--- config.mk ---
export PLATFORM = sky130hd
export DESIGN_NAME = primitive_root_counter
export DESIGN_NICKNAME = d
export VERILOG_FILES = /design/src/rtl/prc_pkg.sv /design/src/rtl/primitive_root_counter.sv
export SDC_FILE = /design/constraint.sdc
export NUM_CORES = 1
export LEC_CHECK = 0
export BUFFER_PORTS_ARGS = -buffer_cell sky130_fd_sc_hd__buf_2
export CORE_ASPECT_RATIO = 1.2
export CORE_MARGIN = 10
export CORE_UTILIZATION = 55
export CTS_CLUSTER_DIAMETER = 200
export DETAILED_ROUTE_END_ITERATION = 10
export HOLD_SLACK_MARGIN = 0.05
export PLACE_DENSITY = 0.71
export SLEW_MARGIN = 15
export SYNTH_ARGS = -nofsm -noshare
export SYNTH_HDL_FRONTEND = slang
export SYNTH_SLANG_ARGS = --single-unit
--- constraint.sdc ---
create_clock -name clk -period 5.8 [get_ports clk]
set_input_delay 0.29 -clock clk [delete_from_list [all_inputs] [get_ports clk]]
set_output_delay 0.29 -clock clk [all_outputs]
set_load 0.005 [all_outputs]
--- src/rtl/prc_pkg.sv ---
`timescale 1ns / 1ps
// ----------------------------------------------------------------------------
// prc_pkg: shared types and microprogram for the primitive root counter
// Holds the control word layout, the jump condition codes, the step numbers
// and the read-only microprogram that drives the counter datapath.
// ----------------------------------------------------------------------------
package prc_pkg;

	localparam int PC_W = 4;

	// Jump condition codes
	localparam logic [2:0] C_ALWAYS    = 3'd0;
	localparam logic [2:0] C_NOT_VALID = 3'd1;
	localparam logic [2:0] C_N_SMALL   = 3'd2;
	localparam logic [2:0] C_BIT_MORE  = 3'd3;
	localparam logic [2:0] C_P_ONE     = 3'd4;
	localparam logic [2:0] C_J_MORE    = 3'd5;
	localparam logic [2:0] C_G_MORE    = 3'd6;
	localparam logic [2:0] C_OUT_BUSY  = 3'd7;

	// Microprogram step numbers
	localparam logic [PC_W-1:0] S_IDLE     = 4'd0;
	localparam logic [PC_W-1:0] S_CHK_N    = 4'd1;
	localparam logic [PC_W-1:0] S_G_INIT   = 4'd2;
	localparam logic [PC_W-1:0] S_MUL_INIT = 4'd3;
	localparam logic [PC_W-1:0] S_MUL_STEP = 4'd4;
	localparam logic [PC_W-1:0] S_CHECK_P  = 4'd5;
	localparam logic [PC_W-1:0] S_CHECK_J  = 4'd6;
	localparam logic [PC_W-1:0] S_NO_ORDER = 4'd7;
	localparam logic [PC_W-1:0] S_ORDER    = 4'd8;
	localparam logic [PC_W-1:0] S_NEXT_G   = 4'd9;
	localparam logic [PC_W-1:0] S_DONE     = 4'd10;
	localparam logic [PC_W-1:0] S_RET      = 4'd11;

	// One control word per step
	typedef struct packed {
		logic [2:0]      cond;     // jump when true, else fall through
		logic [PC_W-1:0] target;
		logic            ld_n;     // take request, g=1, count=0
		logic            p_init;   // p=1, j=1
		logic            acc_clr;  // acc=0, bit=MSB
		logic            mul_step; // one shift-add-reduce step
		logic            st_p;     // p=acc
		logic            inc_j;
		logic            inc_cnt;  // count a root when order is n-1
		logic            inc_g;
		logic            ld_out;
	} ctrl_t;

	function automatic ctrl_t ucode(input logic [PC_W-1:0] pc);
		ctrl_t cw;
		cw = '0;
		cw.cond   = C_ALWAYS;
		cw.target = S_IDLE;
		case (pc)
			S_IDLE: begin
				cw.ld_n   = 1'b1;
				cw.cond   = C_NOT_VALID;
				cw.target = S_IDLE;
			end
			S_CHK_N: begin
				cw.cond   = C_N_SMALL;
				cw.target = S_DONE;
			end
			S_G_INIT: begin
				cw.p_init = 1'b1;
				cw.cond   = C_ALWAYS;
				cw.target = S_MUL_INIT;
			end
			S_MUL_INIT: begin
				cw.acc_clr = 1'b1;
				cw.cond    = C_ALWAYS;
				cw.target  = S_MUL_STEP;
			end
			S_MUL_STEP: begin
				cw.mul_step = 1'b1;
				cw.cond     = C_BIT_MORE;
				cw.target   = S_MUL_STEP;
			end
			S_CHECK_P: begin
				cw.st_p   = 1'b1;
				cw.cond   = C_P_ONE;
				cw.target = S_ORDER;
			end
			S_CHECK_J: begin
				cw.inc_j  = 1'b1;
				cw.cond   = C_J_MORE;
				cw.target = S_MUL_INIT;
			end
			S_NO_ORDER: begin
				cw.cond   = C_ALWAYS;
				cw.target = S_NEXT_G;
			end
			S_ORDER: begin
				cw.inc_cnt = 1'b1;
				cw.cond    = C_ALWAYS;
				cw.target  = S_NEXT_G;
			end
			S_NEXT_G: begin
				cw.inc_g  = 1'b1;
				cw.cond   = C_G_MORE;
				cw.target = S_G_INIT;
			end
			S_DONE: begin
				cw.ld_out = 1'b1;
				cw.cond   = C_OUT_BUSY;
				cw.target = S_DONE;
			end
			S_RET: begin
				cw.cond   = C_ALWAYS;
				cw.target = S_IDLE;
			end
			default: begin
				cw.cond   = C_ALWAYS;
				cw.target = S_IDLE;
			end
		endcase
		return cw;
	endfunction

endpackage

--- src/rtl/primitive_root_counter.sv ---
`timescale 1ns / 1ps
// Each power of g comes from the single shift-add modular multiplier, one multiplier bit per
// cycle; g stops once its power reaches 1 or its exponent reaches n-1. Moduli 1 and 0 skip the loop.
// One request at a time; once the result is loaded the program passes through S_RET back to
// S_IDLE, where the next request is taken.
// Reset clears the step counter and the output valid; no result is pending after reset.
// ----------------------------------------------------------------------------
// primitive_root_counter: brute-force primitive root count modulo n
// A microcoded sequencer walks every g in 1..n-1, builds powers of g one
// modular multiply at a time and counts those whose order is n-1.
// ----------------------------------------------------------------------------
module primitive_root_counter #(
	parameter int MODULUS_BITS = 11
) (
	input  logic                    clk,
	input  logic                    arst_n,
	input  logic                    modulus_valid,
	output logic                    modulus_stall,
	input  logic [MODULUS_BITS-1:0] modulus,
	output logic                    root_count_valid,
	input  logic                    root_count_stall,
	output logic [MODULUS_BITS-1:0] root_count
);
	import prc_pkg::*;

	localparam int W     = MODULUS_BITS;
	localparam int BIT_W = (W > 1) ? $clog2(W) : 1;

	logic [PC_W-1:0]  pc_q, pc_d;
	ctrl_t            cw;
	logic             take_jump;

	logic [W-1:0]     n_q, g_q, p_q, j_q, acc_q, cnt_q;
	logic [BIT_W-1:0] bit_q;
	logic [W-1:0]     root_count_q;
	logic             root_count_valid_q;

	logic [W-1:0]     nm1;
	logic             in_take, out_busy;
	logic [W:0]       dbl, dbl_red, sum, sum_red;

	assign cw      = ucode(pc_q);
	assign nm1     = n_q - W'(1);
	assign in_take = modulus_valid && !modulus_stall;
	assign out_busy = root_count_valid_q && root_count_stall;

	assign modulus_stall    = (pc_q != S_IDLE);
	assign root_count_valid = root_count_valid_q;
	assign root_count       = root_count_q;

	// Jump condition select
	always_comb begin
		case (cw.cond)
			C_ALWAYS:    take_jump = 1'b1;
			C_NOT_VALID: take_jump = !modulus_valid;
			C_N_SMALL:   take_jump = (n_q < W'(2));
			C_BIT_MORE:  take_jump = (bit_q != '0);
			C_P_ONE:     take_jump = (acc_q == W'(1));
			C_J_MORE:    take_jump = (j_q != nm1);
			C_G_MORE:    take_jump = (g_q != nm1);
			C_OUT_BUSY:  take_jump = out_busy;
			default:     take_jump = 1'b1;
		endcase
		pc_d = take_jump ? cw.target : pc_q + PC_W'(1);
	end

	// Step counter
	always_ff @(posedge clk or negedge arst_n) begin
		if (!arst_n) begin
			pc_q <= S_IDLE;
		end else begin
			pc_q <= pc_d;
		end
	end

	// Modular multiply step: acc = 2*acc + bit*p, reduced mod n
	always_comb begin
		dbl     = {acc_q, 1'b0};
		dbl_red = (dbl >= {1'b0, n_q}) ? dbl - {1'b0, n_q} : dbl;
		sum     = dbl_red + (g_q[bit_q] ? {1'b0, p_q} : '0);
		sum_red = (sum >= {1'b0, n_q}) ? sum - {1'b0, n_q} : sum;
	end

	// Datapath registers
	always_ff @(posedge clk) begin
		if (cw.ld_n && in_take) begin
			n_q   <= modulus;
			g_q   <= W'(1);
			cnt_q <= '0;
		end
		if (cw.p_init) begin
			p_q <= W'(1);
			j_q <= W'(1);
		end
		if (cw.acc_clr) begin
			acc_q <= '0;
			bit_q <= BIT_W'(W - 1);
		end
		if (cw.mul_step) begin
			acc_q <= sum_red[W-1:0];
			bit_q <= bit_q - BIT_W'(1);
		end
		if (cw.st_p) begin
			p_q <= acc_q;
		end
		if (cw.inc_j) begin
			j_q <= j_q + W'(1);
		end
		if (cw.inc_cnt && (j_q == nm1)) begin
			cnt_q <= cnt_q + W'(1);
		end
		if (cw.inc_g) begin
			g_q <= g_q + W'(1);
		end
		if (cw.ld_out && !out_busy) begin
			root_count_q <= cnt_q;
		end
	end

	// Output valid: a new load wins over the drain of the old result
	always_ff @(posedge clk or negedge arst_n) begin
		if (!arst_n) begin
			root_count_valid_q <= 1'b0;
		end else begin
			if (cw.ld_out && !out_busy) begin
				root_count_valid_q <= 1'b1;
			end else if (root_count_valid_q && !root_count_stall) begin
				root_count_valid_q <= 1'b0;
			end
		end
	end

	// Checks
	a_acc_reduced: assert property (@(posedge clk) disable iff (!arst_n)
		(pc_q == S_MUL_STEP) |-> (acc_q < n_q))
		else $error("multiplier accumulator not reduced");

	a_p_reduced: assert property (@(posedge clk) disable iff (!arst_n)
		(pc_q == S_MUL_STEP) |-> (p_q < n_q))
		else $error("power out of range");

	a_cnt_bound: assert property (@(posedge clk) disable iff (!arst_n)
		(pc_q == S_NEXT_G) |-> (cnt_q <= g_q))
		else $error("root count exceeds candidates tried");

	a_start: assert property (@(posedge clk) disable iff (!arst_n)
		in_take |=> (pc_q == S_CHK_N))
		else $error("accepted request did not start the program");

	a_out_src: assert property (@(posedge clk) disable iff (!arst_n)
		$rose(root_count_valid_q) |-> ($past(pc_q) == S_DONE))
		else $error("result valid raised outside the done step");

endmodule

* Yosys cells after proc, flatten, opt, wreduce, memory -nomap -nowiden
Cells that the tools add are included.
** Cells by class
- Add/subtract/negate cells :: 9
- Magnitude comparators :: 4
- Equal/unequal tests :: 21
- Muxes and demuxes :: 30
- Reduce and logical (&&, ||, !) cells :: 21
** Operators with widths (count)
- 2-to-1 mux 11 bit :: 11
- case mux 7 bit (10 select lines) :: 1
- adder 11 x 1 -> 11 bit (second input constant) :: 3
- >= comparator 12 x 11 -> 1 bit :: 2
- inequality test 11 bit :: 2
- == test 4 x 3 -> 1 bit (second input constant) :: 4
- adder 12 x 11 -> 12 bit :: 1
- == test 3 bit (second input constant) :: 4
- == test 4 bit (second input constant) :: 3
- 2-to-1 mux 1 bit :: 12
- 2-to-1 mux 12 bit :: 1
- 2-to-1 mux 4 bit :: 3
- nonzero test 2 bit :: 6
- subtractor 12 x 11 -> 12 bit :: 1
- == test 11 x 1 -> 1 bit (second input constant) :: 1
- == test 11 bit :: 1
- less-than comparator 11 x 2 -> 1 bit (second input constant) :: 1
- subtractor 11 x 1 -> 11 bit (second input constant) :: 1
- subtractor 11 bit :: 1
- == test 4 x 2 -> 1 bit (second input constant) :: 2
- case mux 1 bit (8 select lines) :: 1
- nonzero test 4 bit :: 2
- == test 3 x 2 -> 1 bit (second input constant) :: 2
- logical AND 1 bit :: 6
- other kinds (10) :: 13
** Word-level totals
- Bits in registers :: 86
- Input bits :: 15
- Output and inout port bits :: 13
- Logic and storage cells :: 95

* Longest topological paths before layout
- Word-level depth :: 7
- Mapped depth :: 28
- Depth with buffers taken out :: 26

* Worst setup path before layout
No wires, ideal clock.
- Kind :: flip-flop to flip-flop
- From :: register n_q[1]
- To :: register acc_q[10], data pin
- Setup time :: 270 ps
- Arrival :: 4805 ps
- Data required time :: 5530 ps
- Path slack :: 724 ps
- Stages on the path, launching flop included :: 27
- Buffers on the path :: 2
- Period minus slack after synthesis :: 5076 ps
- Cell sequence :: edfxtp_1 > inv_1 > ha_1 > ha_1 > nand2b_1 > a211oi_1 > o21bai_1 > nand2_1 > nand3b_1 > clkbuf_1 > and2_1 > ha_1 > a211oi_1 > o21ai_1 > a211oi_1 > nor2_1 > xor2_1 > ha_1 > a21oi_1 > o21ai_0 > a21oi_1 > nand2b_1 > a21oi_1 > or2_2 > buf_1 > o21ai_1 > a21oi_1
** On the way
- Word-level cells in the longest chain between the ends :: 6
- Elaborated cells on any way between the ends :: 8
- Those cells by class :: add/sub (3); order compare (2); mux (3)
** RTL lines
- start, declared :: line primitive_root_counter.sv:33 : logic [W-1:0] n_q, g_q, p_q, j_q, acc_q, cnt_q;
- start signal, assigned :: line primitive_root_counter.sv:87 : n_q <= modulus;
- subtractor 12 x 11 -> 12 bit or >= comparator 12 x 11 -> 1 bit (tied branches) :: line primitive_root_counter.sv:79 : dbl_red = (dbl >= {1'b0, n_q}) ? dbl - {1'b0, n_q} : dbl;
- 2-to-1 mux 12 bit :: line primitive_root_counter.sv:79
- adder 12 x 11 -> 12 bit :: line primitive_root_counter.sv:80 : sum = dbl_red + (g_q[bit_q] ? {1'b0, p_q} : '0);
- subtractor 11 bit or >= comparator 12 x 11 -> 1 bit (tied branches) :: line primitive_root_counter.sv:81 : sum_red = (sum >= {1'b0, n_q}) ? sum - {1'b0, n_q} : sum;
- 2-to-1 mux 11 bit * :: line primitive_root_counter.sv:81
- 2-to-1 mux 11 bit * :: line primitive_root_counter.sv:99 : if (cw.mul_step) begin
- end signal, assigned :: line primitive_root_counter.sv:100 : acc_q <= sum_red[W-1:0];
- end, declared :: line primitive_root_counter.sv:33
Every way passes the cells marked *; elsewhere a longest branch is shown, timed or not.
A chain may end at the register's enable or synchronous reset.

* Worst setup path after layout
- From :: register n_q[1]
- To :: register acc_q[8], data pin
The elaborated chain is that of the path after synthesis.

==> flow_metrics.env <==
export IMPL_outcome="finished, final reports clean"
export IMPL_final_area_mm2=0.00688
export IMPL_tritoncts="built"
export IMPL_cts_setup_buffers=0
export IMPL_clock_skew_ns=0.00723
export IMPL_setup_tns_final_ns=0
export IMPL_hpwlAfterDp_mm=11.1
export IMPL_grt_max_degree=24
export IMPL_num_antenna_cells=0
export IMPL_numPortBuffers=27
export IMPL_grt_pass1_wl_mm=23.3
export IMPL_synth_seq_cells=86
export IMPL_io_pins=28
export IMPL_setup_viol=0
export IMPL_crit_slowest_cell="edfxtp_1"
export IMPL_slowest_delay_ns=0.47
export IMPL_timing_fmax_mhz=185
export IMPL_pre_cts_slack_ns=0.401
export IMPL_syn2layout_area_growth_pct=9.31
export IMPL_synth_nets=699
export IMPL_core_area_mm2=0.0111
export IMPL_cp_end_kind="flip-flop"
export IMPL_async_flop_share_pct=5.81
export IMPL_path_buf_inv=1
export IMPL_fin_crit_sh_pct=93.1
export IMPL_ant_nets=0
export IMPL_seq_area_frac_synth_pct=40.7
export IMPL_grt_pass1_vias=4655
export IMPL_die_height_um=137
export IMPL_p_leak_nw=2.68
export IMPL_syn_instance_count=639
export IMPL_grt_overflow=0
export IMPL_die_w_um=118
export IMPL_totalWireLength_mm=14.4
export IMPL_synth_cell_type_count=62
export IMPL_min_path_type="primary input to flip-flop"
export IMPL_tightest_slew_ns=1.09
export IMPL_synth_area_mm2=0.00629
export IMPL_hold_violations=0
export IMPL_crit_top_cell="ha_1"
export IMPL_wl_met3_um=829
export IMPL_arrival_ns=5.48
export IMPL_worst_slack_ns=0.403
export IMPL_pwr_density_cell_mw_per_mm2=610
export IMPL_grtUsageTotal_pct=17.7
export IMPL_cts_buffers=9
export IMPL_htreeDepth=3
export IMPL_cts_sinks=86
export IMPL_start_util_pct=56.7
export IMPL_critPathMaxFanout=11
export IMPL_crit_chain="inv_2 -> ha_1 -> ha_1 -> nand2b_1 -> a211oi_1 -> o21bai_1 -> nand2_1 -> nand3b_1 -> o21a_1 -> ha_1 -> a211oi_1 -> o21ai_1 -> a211oi_1 -> o21bai_1 -> a21oi_1 -> xnor2_1 -> ha_1 -> nand2_1 -> nor3_1 -> nor3_1 -> a21oi_1 -> or2_2 -> o21ai_1 -> a21oi_1"
export IMPL_drive_above_1_share_pct=10.2
export IMPL_critPathKind="flip-flop to flip-flop"
export IMPL_path_delay_family="compound AO/OA/AOI/OAI gates"
export IMPL_drt_iter0_markers=288
export IMPL_routedLengthMet1_mm=6.42
export IMPL_detail_route_wl_per_cell_um=17.5
export IMPL_relSlewSlack_pct=26.9
export IMPL_drc=0
export IMPL_vias_per_cell=5.91
export IMPL_ir_drop_v=0.000584
export IMPL_route_met2_wl_mm=6.74
export IMPL_start_kind="flip-flop"
export IMPL_synth_ff_type="edfxtp_1"
export IMPL_synth_avg_cell_area_um2=9.85
export IMPL_die_area_mm2=0.0161
export IMPL_clk_pin_slew_ns=0.07
export IMPL_dr_total_vias=4845
export IMPL_slew_violations=0
export IMPL_worst_ep_required_time_ns=5.88
export IMPL_row_count=42
export IMPL_place_area_mm2=0.00656
export IMPL_gp_congestion=0.953
export IMPL_yosys_warnings=0
export IMPL_cts_root_buffer="clkbuf_16"
export IMPL_antenna_found_initial=0
export IMPL_drt_pass1_iterations=5
export IMPL_clk_latency_ns=0.35
export IMPL_top_layer="met4"
export IMPL_fill_cells=900
export IMPL_rsz0062_at_grt="false"
export IMPL_cap_violations=0
export IMPL_cts_path_max_buffers=2
export IMPL_fin_nets=721
export IMPL_synth_edf_count=81
export IMPL_fin_crit_ns=5.40
kinds of logic (layout without fill, tap and decap cells):
group | Yosys count | in the layout | share of synthesized area, %
buffers and inverters | 56 | 83 | 3.60
AND/OR/NAND/NOR | 224 | 224 | 18.6
AO/OA/AOI/OAI | 120 | 120 | 11.4
adder cells (fa/ha/maj) | 45 | 45 | 9.31
multiplexers | 24 | 24 | 4.36
flip-flops | 86 | 86 | 40.7
XOR/XNOR | 84 | 84 | 12.1
report_power, final:
part	leakage, nW	internal [mW]	switching (mW)
clock	0.148	0.340	0.262
sequential	0.816	0.902	0.175
combinational	1.71	1.06	1.45
total	2.68	2.31	1.89
final cells by class:
| cell class | instances | area (um2) | share of cell area [%] |
|---|---|---|---|
| sequential | 86 | 2560 | 37.2 |
| timing repair buffer | 33 | 183 | 2.66 |
| multi-input combinational | 497 | 3510 | 51.1 |
| clock inverter | 7 | 80.1 | 1.16 |
| tap | 154 | 193 | 2.80 |
| inverter | 34 | 128 | 1.86 |
| clock buffer | 9 | 225 | 3.28 |
metal layers:
metal	vias up	track usage [%]
met5	-	0
met4	0	6.19
met3	26	4.45
met2	157	29.3
met1	2322	22.2
li1	2340	-
stage by stage:
stage	hold slack, ns	utilization, %	power [mW]	instances
2_1_floorplan	-0.00559	-	3.00	639
3_3_place_gp	0.129	59.1	3.46	803
3_5_place_dp	0.128	59.1	3.54	803
4_1_cts	0.110	62.0	4.16	820
5_1_grt	0.107	62.0	4.53	820
6_report	0.114	62.0	4.20	820
registers in the layout, indices dropped and copies added, names as in the netlist:
name	count
root_count_valid	1
p_q	11
acc_q	11
j_q	11
g_q	11
pc_q	4
bit_q	4
root_count	11
n_q	11
cnt_q	11
timing repair:
action / 4_1_cts / 5_1_grt
hold buffers: 1 / 0
endpoints found under the hold margin: 5 / 0
gates resized for setup: 0 / 2
setup endpoints to repair: 0 / 11
final timing paths:
check | from | endpoint | slack (ns) | depth (start not counted)
max | n_q[1]$_DFFE_PP_ | acc_q[8]$_SDFFCE_PN0P_ | 0.40 | 24
min | modulus[10] | n_q[10]$_DFFE_PP_ | 0.11 | 1
max reg2reg | n_q[1]$_DFFE_PP_ | acc_q[8]$_SDFFCE_PN0P_ | 0.40 | 24
min reg2reg | cnt_q[10]$_SDFFCE_PN0P_ | root_count[10]$_DFFE_PP_ | 0.48 | 0
max in group asynchronous | arst_n | pc_q[0]$_DFF_PN0_ | 5.33 | 2
min in group asynchronous | arst_n | root_count_valid$_DFFE_PN0P_ | 0.32 | 2
synth_stat cells (2+ instances only):
cell / number / area share, %
a21boi_0: 2 / 0.24
mux2_2: 5 / 0.89
mux4_2: 2 / 0.72
nand2_1: 32 / 1.9
o21a_1: 8 / 0.95
and4_1: 2 / 0.28
buf_6: 2 / 0.36
or3_1: 2 / 0.20
edfxtp_1: 81 / 39
o21bai_1: 2 / 0.24
mux2i_1: 15 / 2.4
nand2b_1: 7 / 0.70
o22ai_1: 3 / 0.30
dfrtp_1: 5 / 2.0
and2_1: 13 / 1.3
nand3b_1: 4 / 0.48
nand4_1: 8 / 0.80
inv_1: 33 / 2.0
xnor2_1: 49 / 6.8
o21ai_0: 25 / 2.0
xnor3_1: 2 / 0.72
a21o_1: 9 / 1.1
o21ai_1: 14 / 1.1
nor2_1: 61 / 3.6
mux2_1: 2 / 0.36
o211ai_1: 4 / 0.48
nor3_1: 18 / 1.4
ha_1: 42 / 8.4
or4_4: 2 / 0.36
a211oi_1: 4 / 0.48
xor2_1: 33 / 4.6
nor2b_1: 9 / 0.89
and3_1: 23 / 2.3
fa_1: 3 / 0.95
nor4_1: 4 / 0.40
nand3_1: 28 / 2.2
a21oi_1: 39 / 3.1
clkbuf_1: 18 / 1.1
worst register-to-register path, cell delays in order (launching register included):
cell and delay, ns:
edfxtp_1 0.47, inv_2 0.16, ha_1 0.26, ha_1 0.18
nand2b_1 0.14, a211oi_1 0.28, o21bai_1 0.14, nand2_1 0.08
nand3b_1 0.17, o21a_1 0.26, ha_1 0.30, a211oi_1 0.31
o21ai_1 0.17, a211oi_1 0.33, o21bai_1 0.14, a21oi_1 0.19
xnor2_1 0.20, ha_1 0.34, nand2_1 0.10, nor3_1 0.05
nor3_1 0.13, a21oi_1 0.10, or2_2 0.39, o21ai_1 0.18
a21oi_1 0.09
placed cells by master, fill, tap and decap left out, drive strengths merged, types with 3 or more instances in the layout:
master,instances
xor2,33
fa,3
a211oi,4
a21o,9
nand2b,7
mux2,7
dfrtp,5
o21a,8
clkbuf,9
xnor2,49
nand3b,4
nand3,28
nor2b,9
nand2,32
nand4,8
ha,42
and2,13
nor3,19
buf,32
a21oi,39
or4,3
nor4,6
inv,37
o21ai,39
and3,23
o22ai,3
edfxtp,81
nor2,63
mux2i,15
o211ai,4
No activity file was read; power rests on OpenSTA's default activity.
